`src/fsr_pkg.sv`:
```
// ----------------------------------------------------------------------------
// Framed serial receiver package
// Transaction payload types, codes and the configuration bundle shared by the
// receiver modules and its channel interfaces.
// ----------------------------------------------------------------------------
package fsr_pkg;

   // Width of the configuration write data and of the register index.
   localparam int CsrDataWidth  = 32;
   localparam int CsrIndexWidth = 2;

   // Configuration register indexes.
   localparam logic [CsrIndexWidth-1:0] RegPayloadLen   = 2'd0;
   localparam logic [CsrIndexWidth-1:0] RegFormatWord   = 2'd1;
   localparam logic [CsrIndexWidth-1:0] RegTimeoutTicks = 2'd2;

   // Event codes carried in the action field.
   localparam logic [1:0] ActByte    = 2'd0;
   localparam logic [1:0] ActTick    = 2'd1;
   localparam logic [1:0] ActTrigger = 2'd2;
   localparam logic [1:0] ActAck     = 2'd3;

   // Status codes.
   localparam logic [2:0] StIdle0   = 3'd0;
   localparam logic [2:0] StIdle1   = 3'd1;
   localparam logic [2:0] StActive0 = 3'd2;
   localparam logic [2:0] StActive1 = 3'd3;
   localparam logic [2:0] StReady   = 3'd4;

   // One input transaction: an event code and the received byte.
   typedef struct packed {
      logic [1:0] action;
      logic [7:0] rx_byte;
   } req_payload_type;

   // One result transaction.
   typedef struct packed {
      logic [2:0]  status;
      logic        write_valid;
      logic [15:0] write_index;
      logic [7:0]  write_byte;
      logic        frame_release;
      logic        id_valid;
      logic [7:0]  id_value;
      logic        response_due;
   } rsp_payload_type;

   // Configuration registers as seen by the frame engine.
   typedef struct packed {
      logic [15:0] payload_len;
      logic [31:0] format_word;
      logic [15:0] timeout_ticks;
   } cfg_type;

endpackage

```
`src/fsr_if.sv`:
```
// ----------------------------------------------------------------------------
// Framed serial receiver channels
// Valid/ready channels for request and response transactions.
// ----------------------------------------------------------------------------
interface fsr_req_if;
   logic                     valid;
   logic                     ready;
   fsr_pkg::req_payload_type payload;

   modport source (output valid, output payload, input ready);
   modport sink (input valid, input payload, output ready);
endinterface

interface fsr_rsp_if;
   logic                     valid;
   logic                     ready;
   fsr_pkg::rsp_payload_type payload;

   modport source (output valid, output payload, input ready);
   modport sink (input valid, input payload, output ready);
endinterface

```
`src/framed_serial_receiver.sv`:
```
// ----------------------------------------------------------------------------
// Framed serial receiver
// Checks framed serial input: header rules, payload writes, CRC-32 trailer.
// ----------------------------------------------------------------------------
// Usage:
//   req_chan carries one event per transaction: a received byte, a time tick,
//   a processing trigger or a query acknowledge. rsp_chan returns exactly one
//   result transaction per event with the status code and any payload write,
//   frame release, new id or response request it caused.
//   The csr_ port writes payload length, format word and phase timeout; write
//   it only while no event is in flight.
// Result path and throughput:
//   A result is valid on rsp_chan once its event has passed the input
//   register and the frame engine has worked on it; the result register
//   loads when the engine takes the event from the input register.
//   One event is accepted every cycle while the receiver of rsp_chan keeps
//   up; the byte-wide CRC update and the header compare sit between those two registers.
// Reset and stalls:
//   Reset clears the frame state to the header search with idle0 status and
//   loads the default configuration. When the receiver of rsp_chan stalls,
//   the result register holds, the input register fills, and req_chan.ready
//   drops until the result is taken.
// ----------------------------------------------------------------------------
module framed_serial_receiver #(
   parameter int MAX_PAYLOAD_BYTES = 65535
) (
   input  logic                               clock,
   input  logic                               reset,
   fsr_req_if.sink                            req_chan,
   fsr_rsp_if.source                          rsp_chan,
   input  logic                               csr_write,
   input  logic [fsr_pkg::CsrIndexWidth-1:0]  csr_index,
   input  logic [fsr_pkg::CsrDataWidth-1:0]   csr_data
);
   import fsr_pkg::*;

   cfg_type         cfg;
   logic            item_valid;
   req_payload_type item;
   logic            take;

   fsr_csr u_csr (
      .clock     (clock),
      .reset     (reset),
      .csr_write (csr_write),
      .csr_index (csr_index),
      .csr_data  (csr_data),
      .cfg       (cfg)
   );

   fsr_in_stage u_in_stage (
      .clock      (clock),
      .reset      (reset),
      .req_chan   (req_chan),
      .take       (take),
      .item_valid (item_valid),
      .item       (item)
   );

   fsr_engine #(
      .MaxLen (16'(MAX_PAYLOAD_BYTES))
   ) u_engine (
      .clock      (clock),
      .reset      (reset),
      .cfg        (cfg),
      .item_valid (item_valid),
      .item       (item),
      .take       (take),
      .rsp_chan   (rsp_chan)
   );

endmodule

```
`src/fsr_csr.sv`:
```
// ----------------------------------------------------------------------------
// Framed serial receiver configuration registers
// Holds payload length, expected format word and phase timeout.
// ----------------------------------------------------------------------------
module fsr_csr (
   input  logic                               clock,
   input  logic                               reset,
   input  logic                               csr_write,
   input  logic [fsr_pkg::CsrIndexWidth-1:0]  csr_index,
   input  logic [fsr_pkg::CsrDataWidth-1:0]   csr_data,
   output fsr_pkg::cfg_type                   cfg
);
   import fsr_pkg::*;

   localparam logic [15:0] ResetPayloadLen   = 16'd1024;
   localparam logic [31:0] ResetFormatWord   = 32'h0000_0000;
   localparam logic [15:0] ResetTimeoutTicks = 16'd1000;

   cfg_type cfg_ff;

   // Register writes; an index beyond the list is ignored.
   always_ff @(posedge clock) begin
      if (reset) begin
         cfg_ff.payload_len   <= ResetPayloadLen;
         cfg_ff.format_word   <= ResetFormatWord;
         cfg_ff.timeout_ticks <= ResetTimeoutTicks;
      end else if (csr_write) begin
         case (csr_index)
            RegPayloadLen:   cfg_ff.payload_len   <= csr_data[15:0];
            RegFormatWord:   cfg_ff.format_word   <= csr_data[31:0];
            RegTimeoutTicks: cfg_ff.timeout_ticks <= csr_data[15:0];
            default: begin
            end
         endcase
      end
   end

   assign cfg = cfg_ff;

endmodule

```
`src/fsr_in_stage.sv`:
```
// ----------------------------------------------------------------------------
// Framed serial receiver input register
// Captures one request transaction and holds it until the engine takes it.
// ----------------------------------------------------------------------------
module fsr_in_stage (
   input  logic                     clock,
   input  logic                     reset,
   fsr_req_if.sink                  req_chan,
   input  logic                     take,
   output logic                     item_valid,
   output fsr_pkg::req_payload_type item
);
   import fsr_pkg::*;

   logic            valid_ff;
   req_payload_type item_ff;

   // The slot is free when empty or when its item moves on this cycle.
   assign req_chan.ready = !valid_ff || take;

   always_ff @(posedge clock) begin
      if (reset) begin
         valid_ff <= 1'b0;
      end else if (req_chan.valid && req_chan.ready) begin
         valid_ff <= 1'b1;
      end else if (take) begin
         valid_ff <= 1'b0;
      end
   end

   // Payload capture needs no reset.
   always_ff @(posedge clock) begin
      if (req_chan.valid && req_chan.ready) begin
         item_ff <= req_chan.payload;
      end
   end

   assign item_valid = valid_ff;
   assign item       = item_ff;

endmodule

```
`src/fsr_engine.sv`:
```
// ----------------------------------------------------------------------------
// Framed serial receiver frame engine
// Frame state machine, header match, CRC-32 update, trailer check and the
// result register.
// ----------------------------------------------------------------------------
module fsr_engine #(
   parameter logic [15:0] MaxLen = 16'd65535
) (
   input  logic                     clock,
   input  logic                     reset,
   input  fsr_pkg::cfg_type         cfg,
   input  logic                     item_valid,
   input  fsr_pkg::req_payload_type item,
   output logic                     take,
   fsr_rsp_if.source                rsp_chan
);
   import fsr_pkg::*;

   // Command kinds.
   localparam logic [1:0] CmdData  = 2'd0;
   localparam logic [1:0] CmdRaw   = 2'd1;
   localparam logic [1:0] CmdSetId = 2'd2;
   localparam logic [1:0] CmdQuery = 2'd3;

   // Frame constants.
   localparam logic [31:0] Preamble  = 32'hAAEE_AAEE;
   localparam logic [31:0] Delimiter = 32'hAEAE_AEAE;
   localparam logic [31:0] CrcPoly   = 32'hEDB8_8320;
   localparam logic [7:0]  ChD = 8'h64;
   localparam logic [7:0]  ChR = 8'h72;
   localparam logic [7:0]  ChI = 8'h69;
   localparam logic [7:0]  ChC = 8'h63;
   localparam logic [7:0]  ChT = 8'h74;
   localparam logic [7:0]  ChQ = 8'h71;
   localparam int          HeaderBytes = 12;

   typedef enum logic [4:0] {
      PH_HEADER   = 5'b00001,
      PH_PAYLOAD  = 5'b00010,
      PH_TRAILER  = 5'b00100,
      PH_READY    = 5'b01000,
      PH_RESPONSE = 5'b10000
   } phase_type;

   // Reflected CRC-32, one byte.
   function automatic logic [31:0] crc_step(input logic [31:0] c, input logic [7:0] b);
      logic [31:0] x;
      x = c ^ {24'd0, b};
      for (int k = 0; k < 8; k++) begin
         x = (x >> 1) ^ (x[0] ? CrcPoly : 32'd0);
      end
      return x;
   endfunction

   phase_type       phase_ff, phase_in;
   logic [1:0]      cmd_ff, cmd_in;
   logic [15:0]     count_ff, count_in;
   logic [31:0]     crc_ff, crc_in;
   logic [7:0]      hdr_ff [HeaderBytes];
   logic [7:0]      hdr_in [HeaderBytes];
   logic [63:0]     trl_ff, trl_in;
   logic [7:0]      id_ff, id_in;
   logic            parity_ff, parity_in;
   logic [15:0]     timer_ff, timer_in;
   logic            rsp_valid_ff;
   rsp_payload_type rsp_ff, rsp_in;

   logic [7:0]  view [HeaderBytes];
   logic [15:0] eff_len;
   logic [15:0] len_field;
   logic [31:0] fmt_field;
   logic        preamble_ok;
   logic        fmt_len_ok;
   logic        ok_sum;
   logic        go_setup;
   logic [15:0] timer_inc;
   logic [16:0] count_next;

   // The engine takes an item when the result register can accept one.
   assign take = item_valid && (!rsp_valid_ff || rsp_chan.ready);

   assign eff_len = (cfg.payload_len > MaxLen) ? MaxLen : cfg.payload_len;

   // Header as it stands once the current byte is the last one.
   always_comb begin
      for (int i = 0; i < HeaderBytes - 1; i++) begin
         view[i] = hdr_ff[i];
      end
      view[HeaderBytes-1] = item.rx_byte;
   end

   assign len_field   = {view[6], view[7]};
   assign fmt_field   = {view[8], view[9], view[10], view[11]};
   assign preamble_ok = ({view[0], view[1], view[2], view[3]} == Preamble);
   assign fmt_len_ok  = (len_field == eff_len) && (fmt_field == cfg.format_word);
   assign count_next  = {1'b0, count_ff} + 17'd1;
   assign timer_inc   = (timer_ff != 16'hFFFF) ? timer_ff + 16'd1 : timer_ff;

   // Next state and result for the current item.
   always_comb begin
      phase_in  = phase_ff;
      cmd_in    = cmd_ff;
      count_in  = count_ff;
      crc_in    = crc_ff;
      hdr_in    = hdr_ff;
      trl_in    = trl_ff;
      id_in     = id_ff;
      parity_in = parity_ff;
      timer_in  = timer_ff;
      rsp_in    = '0;
      go_setup  = 1'b0;
      ok_sum    = 1'b0;

      case (item.action)
         ActByte: begin
            case (phase_ff)
               PH_HEADER: begin
                  if (count_ff < 16'(HeaderBytes)) begin
                     hdr_in[count_ff[3:0]] = item.rx_byte;
                     crc_in   = crc_step(crc_ff, item.rx_byte);
                     count_in = count_next[15:0];
                     if (count_ff == 16'(HeaderBytes - 1) && preamble_ok) begin
                        if (view[4] == ChD && view[5] == ChD && fmt_len_ok) begin
                           cmd_in   = CmdData;
                           count_in = '0;
                           phase_in = (eff_len == 16'd0) ? PH_TRAILER : PH_PAYLOAD;
                           timer_in = '0;
                        end else if (view[4] == ChR && view[5] == ChR && fmt_len_ok) begin
                           cmd_in   = CmdRaw;
                           count_in = '0;
                           phase_in = (eff_len == 16'd0) ? PH_TRAILER : PH_PAYLOAD;
                           timer_in = '0;
                        end else if (view[4] == ChI && view[5] == ChC &&
                                     len_field == 16'd1) begin
                           cmd_in   = CmdSetId;
                           count_in = '0;
                           phase_in = PH_PAYLOAD;
                           timer_in = '0;
                        end else if (view[4] == ChT && view[5] == ChQ) begin
                           cmd_in   = CmdQuery;
                           count_in = '0;
                           phase_in = PH_TRAILER;
                           timer_in = '0;
                        end
                     end
                  end
               end
               PH_PAYLOAD: begin
                  if (cmd_ff == CmdSetId) begin
                     id_in    = item.rx_byte;
                     crc_in   = crc_step(crc_ff, item.rx_byte);
                     count_in = '0;
                     phase_in = PH_TRAILER;
                     timer_in = '0;
                  end else if (cmd_ff == CmdQuery) begin
                     count_in = '0;
                     phase_in = PH_TRAILER;
                     timer_in = '0;
                  end else begin
                     rsp_in.write_valid = 1'b1;
                     rsp_in.write_index = count_ff;
                     rsp_in.write_byte  = item.rx_byte;
                     if (cmd_ff == CmdData) begin
                        crc_in = crc_step(crc_ff, item.rx_byte);
                     end
                     if (count_next >= {1'b0, eff_len}) begin
                        count_in = '0;
                        phase_in = PH_TRAILER;
                        timer_in = '0;
                     end else begin
                        count_in = count_next[15:0];
                     end
                  end
               end
               PH_TRAILER: begin
                  trl_in   = {trl_ff[55:0], item.rx_byte};
                  count_in = count_next[15:0];
                  if (count_next >= 17'd8) begin
                     count_in = '0;
                     ok_sum   = (trl_in[63:32] == ~crc_ff);
                     if (trl_in[31:0] == Delimiter) begin
                        if (cmd_ff == CmdRaw || (cmd_ff == CmdData && ok_sum)) begin
                           phase_in = PH_READY;
                           timer_in = '0;
                        end else if (cmd_ff == CmdSetId && ok_sum) begin
                           rsp_in.id_valid = 1'b1;
                           rsp_in.id_value = id_ff;
                           parity_in       = ~parity_ff;
                           go_setup        = 1'b1;
                        end else if (cmd_ff == CmdQuery && ok_sum) begin
                           rsp_in.response_due = 1'b1;
                           phase_in            = PH_RESPONSE;
                           timer_in            = '0;
                        end
                     end
                  end
               end
               PH_READY, PH_RESPONSE: begin
                  // Bytes are dropped while a frame waits.
               end
               default: go_setup = 1'b1;
            endcase
         end
         ActTick: begin
            timer_in = timer_inc;
            if (timer_inc >= cfg.timeout_ticks) begin
               go_setup = 1'b1;
            end
         end
         ActTrigger: begin
            if (phase_ff == PH_READY) begin
               rsp_in.frame_release = 1'b1;
               parity_in            = ~parity_ff;
               go_setup             = 1'b1;
            end
         end
         ActAck: begin
            if (phase_ff == PH_RESPONSE) begin
               parity_in = ~parity_ff;
               go_setup  = 1'b1;
            end
         end
         default: begin
         end
      endcase

      // Setup restarts the header search.
      if (go_setup) begin
         count_in = '0;
         crc_in   = '1;
         phase_in = PH_HEADER;
         timer_in = '0;
      end

      case (phase_in)
         PH_PAYLOAD:              rsp_in.status = StActive0;
         PH_TRAILER:              rsp_in.status = StActive1;
         PH_READY, PH_RESPONSE:   rsp_in.status = StReady;
         default:                 rsp_in.status = parity_in ? StIdle1 : StIdle0;
      endcase
   end

   // Control state.
   always_ff @(posedge clock) begin
      if (reset) begin
         phase_ff     <= PH_HEADER;
         cmd_ff       <= CmdData;
         count_ff     <= '0;
         crc_ff       <= '1;
         id_ff        <= '0;
         parity_ff    <= 1'b0;
         timer_ff     <= '0;
         rsp_valid_ff <= 1'b0;
      end else begin
         if (take) begin
            phase_ff  <= phase_in;
            cmd_ff    <= cmd_in;
            count_ff  <= count_in;
            crc_ff    <= crc_in;
            id_ff     <= id_in;
            parity_ff <= parity_in;
            timer_ff  <= timer_in;
         end
         if (take) begin
            rsp_valid_ff <= 1'b1;
         end else if (rsp_chan.ready) begin
            rsp_valid_ff <= 1'b0;
         end
      end
   end

   // Header, trailer and result payload registers.
   always_ff @(posedge clock) begin
      if (take) begin
         hdr_ff <= hdr_in;
         trl_ff <= trl_in;
         rsp_ff <= rsp_in;
      end
   end

   assign rsp_chan.valid   = rsp_valid_ff;
   assign rsp_chan.payload = rsp_ff;

   // A payload write leaves the frame in payload or trailer.
   a_write_active: assert property (@(posedge clock) disable iff (reset)
      rsp_valid_ff && rsp_ff.write_valid |->
         (rsp_ff.status == StActive0 || rsp_ff.status == StActive1))
      else $error("payload write outside an active phase");

   // A completed set-id or a released frame returns to an idle status.
   a_done_idle: assert property (@(posedge clock) disable iff (reset)
      rsp_valid_ff && (rsp_ff.id_valid || rsp_ff.frame_release) |->
         (rsp_ff.status == StIdle0 || rsp_ff.status == StIdle1))
      else $error("frame completion without idle status");

   // A due response leaves the frame waiting.
   a_response_ready: assert property (@(posedge clock) disable iff (reset)
      rsp_valid_ff && rsp_ff.response_due |-> rsp_ff.status == StReady)
      else $error("response due without ready status");

   // At most one event flag per result.
   a_one_event: assert property (@(posedge clock) disable iff (reset)
      rsp_valid_ff |-> $onehot0({rsp_ff.write_valid, rsp_ff.frame_release,
                                  rsp_ff.id_valid, rsp_ff.response_due}))
      else $error("more than one event in one result");

endmodule
```
`src/flat_wrapper.sv`:
```
// flat-port wrapper written by rule: the top's interface ports become plain ports
module framed_serial_receiver_flat import fsr_pkg::*;
#(
   parameter int MAX_PAYLOAD_BYTES = 65535
)
  (clock, reset, csr_write, csr_index, csr_data, req_chan_valid, req_chan_payload, req_chan_ready, rsp_chan_valid, rsp_chan_payload, rsp_chan_ready);
  fsr_req_if req_chan_i ();
  fsr_rsp_if rsp_chan_i ();
  input  logic clock;
  input  logic reset;
  input  logic csr_write;
  input  logic [fsr_pkg::CsrIndexWidth-1:0] csr_index;
  input  logic [fsr_pkg::CsrDataWidth-1:0] csr_data;
  input wire logic [$bits(req_chan_i.valid)-1:0] req_chan_valid;
  input wire logic [$bits(req_chan_i.payload)-1:0] req_chan_payload;
  output wire logic [$bits(req_chan_i.ready)-1:0] req_chan_ready;
  output wire logic [$bits(rsp_chan_i.valid)-1:0] rsp_chan_valid;
  output wire logic [$bits(rsp_chan_i.payload)-1:0] rsp_chan_payload;
  input wire logic [$bits(rsp_chan_i.ready)-1:0] rsp_chan_ready;
  assign req_chan_i.valid = req_chan_valid;
  assign req_chan_i.payload = req_chan_payload;
  assign req_chan_ready = req_chan_i.ready;
  assign rsp_chan_valid = rsp_chan_i.valid;
  assign rsp_chan_payload = rsp_chan_i.payload;
  assign rsp_chan_i.ready = rsp_chan_ready;
  framed_serial_receiver #(.MAX_PAYLOAD_BYTES(MAX_PAYLOAD_BYTES)) u_core (.clock(clock), .reset(reset), .req_chan(req_chan_i), .rsp_chan(rsp_chan_i), .csr_write(csr_write), .csr_index(csr_index), .csr_data(csr_data));
endmodule
```
`config.mk`:
```
export PLATFORM = sky130hd
export DESIGN_NAME = framed_serial_receiver_flat
export DESIGN_NICKNAME = d
export VERILOG_FILES = /design/src/fsr_pkg.sv /design/src/fsr_if.sv /design/src/framed_serial_receiver.sv /design/src/fsr_csr.sv /design/src/fsr_in_stage.sv /design/src/fsr_engine.sv /design/src/flat_wrapper.sv
export SDC_FILE = /design/constraint.sdc
export NUM_CORES = 1
export LEC_CHECK = 0
export CAP_MARGIN = 5
export CELL_PAD_IN_SITES_DETAIL_PLACEMENT = 2
export CELL_PAD_IN_SITES_GLOBAL_PLACEMENT = 2
export CORE_ASPECT_RATIO = 1.4
export CORE_MARGIN = 2
export CORE_UTILIZATION = 35
export CTS_CLUSTER_DIAMETER = 200
export DETAILED_ROUTE_END_ITERATION = 10
export DONT_BUFFER_PORTS = 1
export GPL_ROUTABILITY_DRIVEN = 1
export GPL_TIMING_DRIVEN = 1
export PLACE_DENSITY_LB_ADDON = 0.1
export RECOVER_POWER = 25
export SLEW_MARGIN = 10
export SYNTH_ARGS = -nofsm -noshare
export SYNTH_HDL_FRONTEND = slang
export SYNTH_SLANG_ARGS = --single-unit
export TNS_END_PERCENT = 30
```
`constraint.sdc`:
```
create_clock -name clock -period 14.3 [get_ports clock]
set_clock_uncertainty 0.05 [all_clocks]
set_input_delay 2.86 -clock clock [delete_from_list [all_inputs] [get_ports clock]]
set_output_delay 2.86 -clock clock [all_outputs]
set_load 0.1 [all_outputs]
```
==> metrics.yaml, run 1 <==
worst_hold_path:
  hold_path.class: "flip-flop to flip-flop"
finish:
  mostFrequentLayoutCells: "edfxtp_1 (193), nand2_1 (161), dfxtp_1 (146), xnor2_1 (118), a21oi_1 (97)"
  final_common_cell: "edfxtp_1"
  fin_nets: 1563
  drive_gt1_frac: 0.0710
  syn2layout_area_growth_pct: 11.4
  antennaDiodeCount: 0
timing:
  relSlewSlack: -0.00495
  hold_viol: 0
  setup_viol: 0
  setup_tns_ns: 0
  fin_hold_ws_ns: 0.395
  layout_min_cycle_time_ns: 6.60
  post-route-period-util: 0.462
  worst_pin_slew_ns: 1.51
  rsz0062_at_grt: "false"
  finalMaxSlewViolations: 18
  max_freq_mhz: 151
yosys:
  synth_area_leader_cell: "edfxtp_1"
  ys_top_cells_by_area: "edfxtp_1 (36%), dfxtp_1 (18%), xnor2_1 (6.5%), nand2_1 (3.8%), xor2_1 (3.5%)"
  syn_inst: 1482
  syn_area_um2: 15900
  avgSynthCellArea_um2: 10.7
  yosysSeqAreaShare: 0.547
  yosysWarnings: 0
  syn_nets: 1568
  synth-edff-count: 193
  synth_top_area_share: 0.364
  ys.flop_type: "edfxtp_1"
  ys_ff_latch: 339
  netlist-cell-type-count: 78
  async_reset_ff_frac: 0
floorplanning:
  num_io_pins: 90
  start_util: 0.354
  fp-row-count: 92
  core_area_um2: 45000
  die_x_um: 184
  die_area_um2: 47300
  fp.dieH_um: 256
clocking:
  path_clk_slew_ns: 0.06
  cts_max_path_buffers: 3
  htreeDepth: 2
  clkSinkCount: 339
  cts_buffers: 38
  worstSkewPairLatency_ns: 0.54
  hold_buffers: 0
  postCtsSetupRepairBufs: 0
  cts_resized: 0
  cts-root-buf: "clkbuf_16"
  cts_tree: "done"
run_status:
  violations: "capacitance limit, slew limit"
  outcome: "finished, violations left"
worst_setup_path:
  cpMaxStageDelayCell: "nand2_1"
  crit_chain: "nor2b_1 -> nand2_1"
  cp-start-kind: "input port"
  cp_data_required_time_ns: 11.39
  cp.buffers_inverters: 0
  arrival_ns: 3.69
  slowest_delay_ns: 0.62
  worst-setup-path-type: "input port to output pin"
  critPathMaxFanout: 4
  worstSetupEndpointType: "output pin"
  critPathTopFamily: "simple AND/OR/NAND/NOR gates"
flow_run:
  drv_cap: 1
power:
  powerDensity_nw_per_um2: 125
  cellLeakagePower_nw: 5.91
  totalPowerFinal_mw: 2.21
  ir_drop_v: 0.000110
route:
  drc: 0
  drt-initial-drc-count: 448
  vias: 11200
  viasPerCell: 5.29
  wl_per_cell_um: 23.4
  ant_nets: 0
  wl_mm: 49.5
  dr.pass1.iters: 4
placed_design:
  port-buffer-count: 0
  place.gp.congestion: 0.799
  dpl.hpwl_mm: 35.5
global_route:
  track_usage: 0.212
  overflow: 0
  grt_antenna_before_repair: 4
  grt_max_degree: 148
  grt_pass1_vias: 12300
  grt_first_pass_wirelength_mm: 75.8
[state kept, by name, indices dropped and copies added (netlist names), 5 cells and up]
register                          flops
u_core.u_engine.crc_ff               32
u_core.u_engine.count_ff             16
u_core.u_engine.id_ff                 8
u_core.u_engine.fmt_field            24
u_core.u_engine.phase_ff              5
u_core.u_in_stage.item               10
u_core.u_engine.rsp_chan.payload     39
u_core.u_engine.trl_ff               56
u_core.u_engine.timer_ff             16
u_core.u_csr.cfg                     64
u_core.u_engine.hdr_ff               64
[stage by stage]
stage / area, um^2 / util / std cells / worst slack, ns
2_1_floorplan: 15900 / - / 1482 / 7.77
3_3_place_gp: 16600 / 0.368 / 2048 / 7.74
3_5_place_dp: 16600 / 0.368 / 2048 / 7.70
4_1_cts: 17800 / 0.395 / 2117 / 7.69
5_1_grt: 17700 / 0.394 / 2117 / 7.08
6_report: 17700 / 0.394 / 2117 / 7.70
[cells in the mapped netlist (5+ instances only)]
cell        n
a211o_1    16
a211oi_1    5
a21o_1      7
a21oi_1    98
a22oi_1     9
and2_1     42
and3_1     16
buf_1       5
buf_2      12
clkbuf_1   45
dfxtp_1   146
edfxtp_1  193
ha_1       37
inv_1      47
mux2i_1    18
nand2_1   161
nand2b_1   11
nand3_1    32
nand3b_1    9
nand4_1    52
nand4b_1    5
nor2_1     94
nor2b_1    11
nor3_1     49
nor3b_1     6
nor4_1     24
nor4bb_1    7
o21ai_0    22
o21bai_1   24
or3_1       7
xnor2_1   118
xor2_1     63
[power by group]
| group | internal [mW] | switching (mW) | leakage, nW | total (mW) |
|---|---|---|---|---|
| registers | 1.05 | 0.0609 | 2.92 | 1.11 |
| logic | 0.0578 | 0.0948 | 2.41 | 0.153 |
| clock network | 0.542 | 0.412 | 0.579 | 0.954 |
[per-layer routing]
metal	part of all wire	wire (um)	track usage
met1	0.39	19500	0.239
met4	0.029	1440	0.0669
met3	0.025	1260	0.0249
met5	0	0	0
met2	0.55	27300	0.406
[path summary, 6_finish.rpt]
kind                            slack (ns)                        start  cells past startpoint                    endpoint
worst max-delay path                  7.70               rsp_chan_ready                      2              req_chan_ready
worst min-delay path                  0.39    u_core.u_engine.trl_ff[7]                      0  u_core.u_engine.trl_ff[15]
worst max register to register        7.86  u_core.u_engine.timer_ff[4]                     18  u_core.u_engine.crc_ff[11]
worst min register to register        0.39    u_core.u_engine.trl_ff[7]                      0  u_core.u_engine.trl_ff[15]
[cells by family after synthesis]
kind of cell,count (synthesis),share of synthesized area
simple gates,560,0.184
flops,339,0.547
compound gates,227,0.0949
xor+xnor,181,0.0995
buf+inv,115,0.0299
fa+ha+maj,37,0.0291
mux,23,0.0153
[final cells by class]
cell class,instances,area [um^2]
flip-flops and latches,339,8720
clock buffers,51,1060
repair buffers,23,139
fillers,4689,27300
multi-input cells,1028,6750
well taps,611,764
clock inverters,18,129
inverters,47,176
Note: power is estimated with default switching activity, not from simulation.
==> inputs of run 2 (changes only) <==
Clock period 14.3 ns to 6.9 ns, I/O delays scaled along.
==> metrics.yaml, run 2 (synthesis results as in run 1) <==
run_status:
  outcome: "finished, violations left"
  violations: "capacitance limit, slew limit"
power:
  intPower_mw: 3.58
  p_switching_mw: 1.17
  powerDensity_nw_per_um2: 266
  combPwrFrac: 0.067
  switching_share: 0.247
  cellLeakagePower_nw: 5.98
  power_frac_seq: 0.484
  power_frac_clock: 0.449
  ir_drop_v: 0.000192
  totalPowerFinal_mw: 4.75
worst_setup_path:
  crit_chain: "nand3_1 -> nor3_1 -> nand4_1 -> or4_1 -> nand2b_1 -> xnor2_1 -> ha_1 -> or3_1 -> o221ai_1 -> o21ai_0 -> or4b_2 -> a21boi_0 -> nand2_1 -> buf_4 -> a21oi_2 -> buf_4 -> nor2_1 -> o21bai_1"
  cpMaxStageDelayCell: "or4b_2"
  cp-start-kind: "flip-flop"
  cp.buffers_inverters: 2
  rr_startpoint: "u_core.u_engine.timer_ff[3]"
  critPathMaxFanout: 13
  reg2reg_depth: 18
  worst-setup-path-type: "flip-flop to flip-flop"
  r2r_setup_slack_ns: 0.70
  crit_top_cell: "buf_4"
  critPathTopFamily: "simple AND/OR/NAND/NOR gates"
  arrival_ns: 6.62
  slowest_delay_ns: 0.78
  timing.rr.end: "u_core.u_engine.crc_ff[21]"
  cp_data_required_time_ns: 7.31
  worstSetupEndpointType: "flip-flop"
route:
  wl_mm: 50.3
  wl_per_cell_um: 23.7
  viasPerCell: 5.30
  ant_nets: 0
  drc: 0
  drt-initial-drc-count: 465
  dr.pass1.iters: 4
  vias: 11200
clocking:
  worstSkewPairLatency_ns: 0.54
  postCtsSetupRepairBufs: 0
  clkSinkCount: 339
  hold_buffers: 0
  cts_tree: "done"
  cts_max_path_buffers: 3
  path_clk_slew_ns: 0.06
  cts_resized: 0
  cts-root-buf: "clkbuf_16"
  htreeDepth: 2
  cts_buffers: 38
timing:
  relSlewSlack: -0.0653
  post-route-period-util: 0.899
  finalMaxSlewViolations: 17
  fin_hold_ws_ns: 0.397
  worst_pin_slew_ns: 1.60
  hold_viol: 0
  setup_tns_ns: 0
  layout_min_cycle_time_ns: 6.20
  rsz0062_at_grt: "false"
  max_freq_mhz: 161
  setup_viol: 0
worst_hold_path:
  min_to: "u_core.u_engine.trl_ff[10]"
  hold_path.class: "flip-flop to flip-flop"
  min-delay-start: "u_core.u_engine.trl_ff[2]"
  hold_path_depth: 0
floorplanning:
  fp-row-count: 92
  core_area_um2: 45000
  fp.dieH_um: 256
  die_area_um2: 47300
  start_util: 0.354
  die_x_um: 184
  num_io_pins: 90
global_route:
  grt_antenna_before_repair: 7
  grt_first_pass_wirelength_mm: 75.8
  overflow: 0
  grt_pass1_vias: 12300
  track_usage: 0.213
  grt_max_degree: 148
placed_design:
  place.gp.congestion: 0.794
  port-buffer-count: 0
  dpl.hpwl_mm: 36.1
finish:
  final_util: 0.397
  drive_gt1_frac: 0.0729
  final_common_cell: "edfxtp_1"
  fin_nets: 1565
  mostFrequentLayoutCells: "edfxtp_1 (193), nand2_1 (161), dfxtp_1 (146), xnor2_1 (118), a21oi_1 (97)"
  antennaDiodeCount: 0
  syn2layout_area_growth_pct: 12.2
flow_run:
  drv_cap: 1
## run 2: changes by cell type in the layout (fill, tap and decap cells not counted), sizes merged
cell | before | now
buf | 14 | 17
clkinvlp | 4 | 1
bufinv | 1 | 4
clkinv | 11 | 8
inv | 49 | 48
clkbuf | 60 | 64
## run 2: per-layer routing
metal | global-route usage | part of all wire
met1 | 0.242 | 0.39
met3 | 0.0233 | 0.028
met5 | 0 | 0
met4 | 0.0689 | 0.032
met2 | 0.407 | 0.55
## run 2: worst max path at each step
stage,start,end,slack (ns),cells past startpoint
2_1_floorplan,u_core.u_engine.timer_ff[3],u_core.u_engine.crc_ff[13],2.13,18
3_3_place_gp,u_core.u_engine.timer_ff[3],u_core.u_engine.crc_ff[25],1.07,18
3_5_place_dp,u_core.u_engine.timer_ff[3],u_core.u_engine.crc_ff[21],0.71,18
4_1_cts,u_core.u_engine.timer_ff[3],u_core.u_engine.crc_ff[21],0.71,18
5_1_grt,u_core.u_engine.timer_ff[3],u_core.u_engine.crc_ff[21],0.21,18
6_report,u_core.u_engine.timer_ff[3],u_core.u_engine.crc_ff[21],0.70,18
## run 2: power by group through the flow
stage | registers [mW] | clock network (mW) | logic, mW
after floorplan | 2.33 | 0 | 0.234
after global placement | 2.34 | 0 | 0.316
after detailed placement | 2.34 | 0 | 0.322
after CTS | 2.30 | 2.20 | 0.327
after global routing | 2.30 | 2.27 | 0.351
final | 2.30 | 2.14 | 0.318
## run 2: layout make-up
cell class | instances | area (um^2)
clock buffer | 56 | 1130
clock inverter | 14 | 178
fill | 4775 | 27100
inverter | 47 | 176
multi-input combinational | 1028 | 6750
sequential | 339 | 8720
tap | 611 | 764
timing repair buffer | 25 | 158
## run 2: through the flow
step                      std cells  instance area [um^2]  setup WS [ns]
after CTS                      2120                 17900          0.706
final                          2120                 17900          0.696
after global placement         2050                 16600           1.07
after floorplan                1482                 15900           2.13
after global routing           2120                 17900          0.208
after detailed placement       2050                 16600          0.710
## run 2: worst register-to-register path, cell delays in order (launching register included)
cell      delay (ns)
dfxtp_1         0.47
nand3_1         0.17
nor3_1          0.35
nand4_1         0.31
or4_1           0.76
nand2b_1        0.25
xnor2_1         0.17
ha_1            0.18
or3_1           0.12
o221ai_1        0.12
o21ai_0         0.15
or4b_2          0.78
a21boi_0        0.62
nand2_1         0.29
buf_4           0.27
a21oi_2         0.52
buf_4           0.32
nor2_1          0.07
o21bai_1        0.15
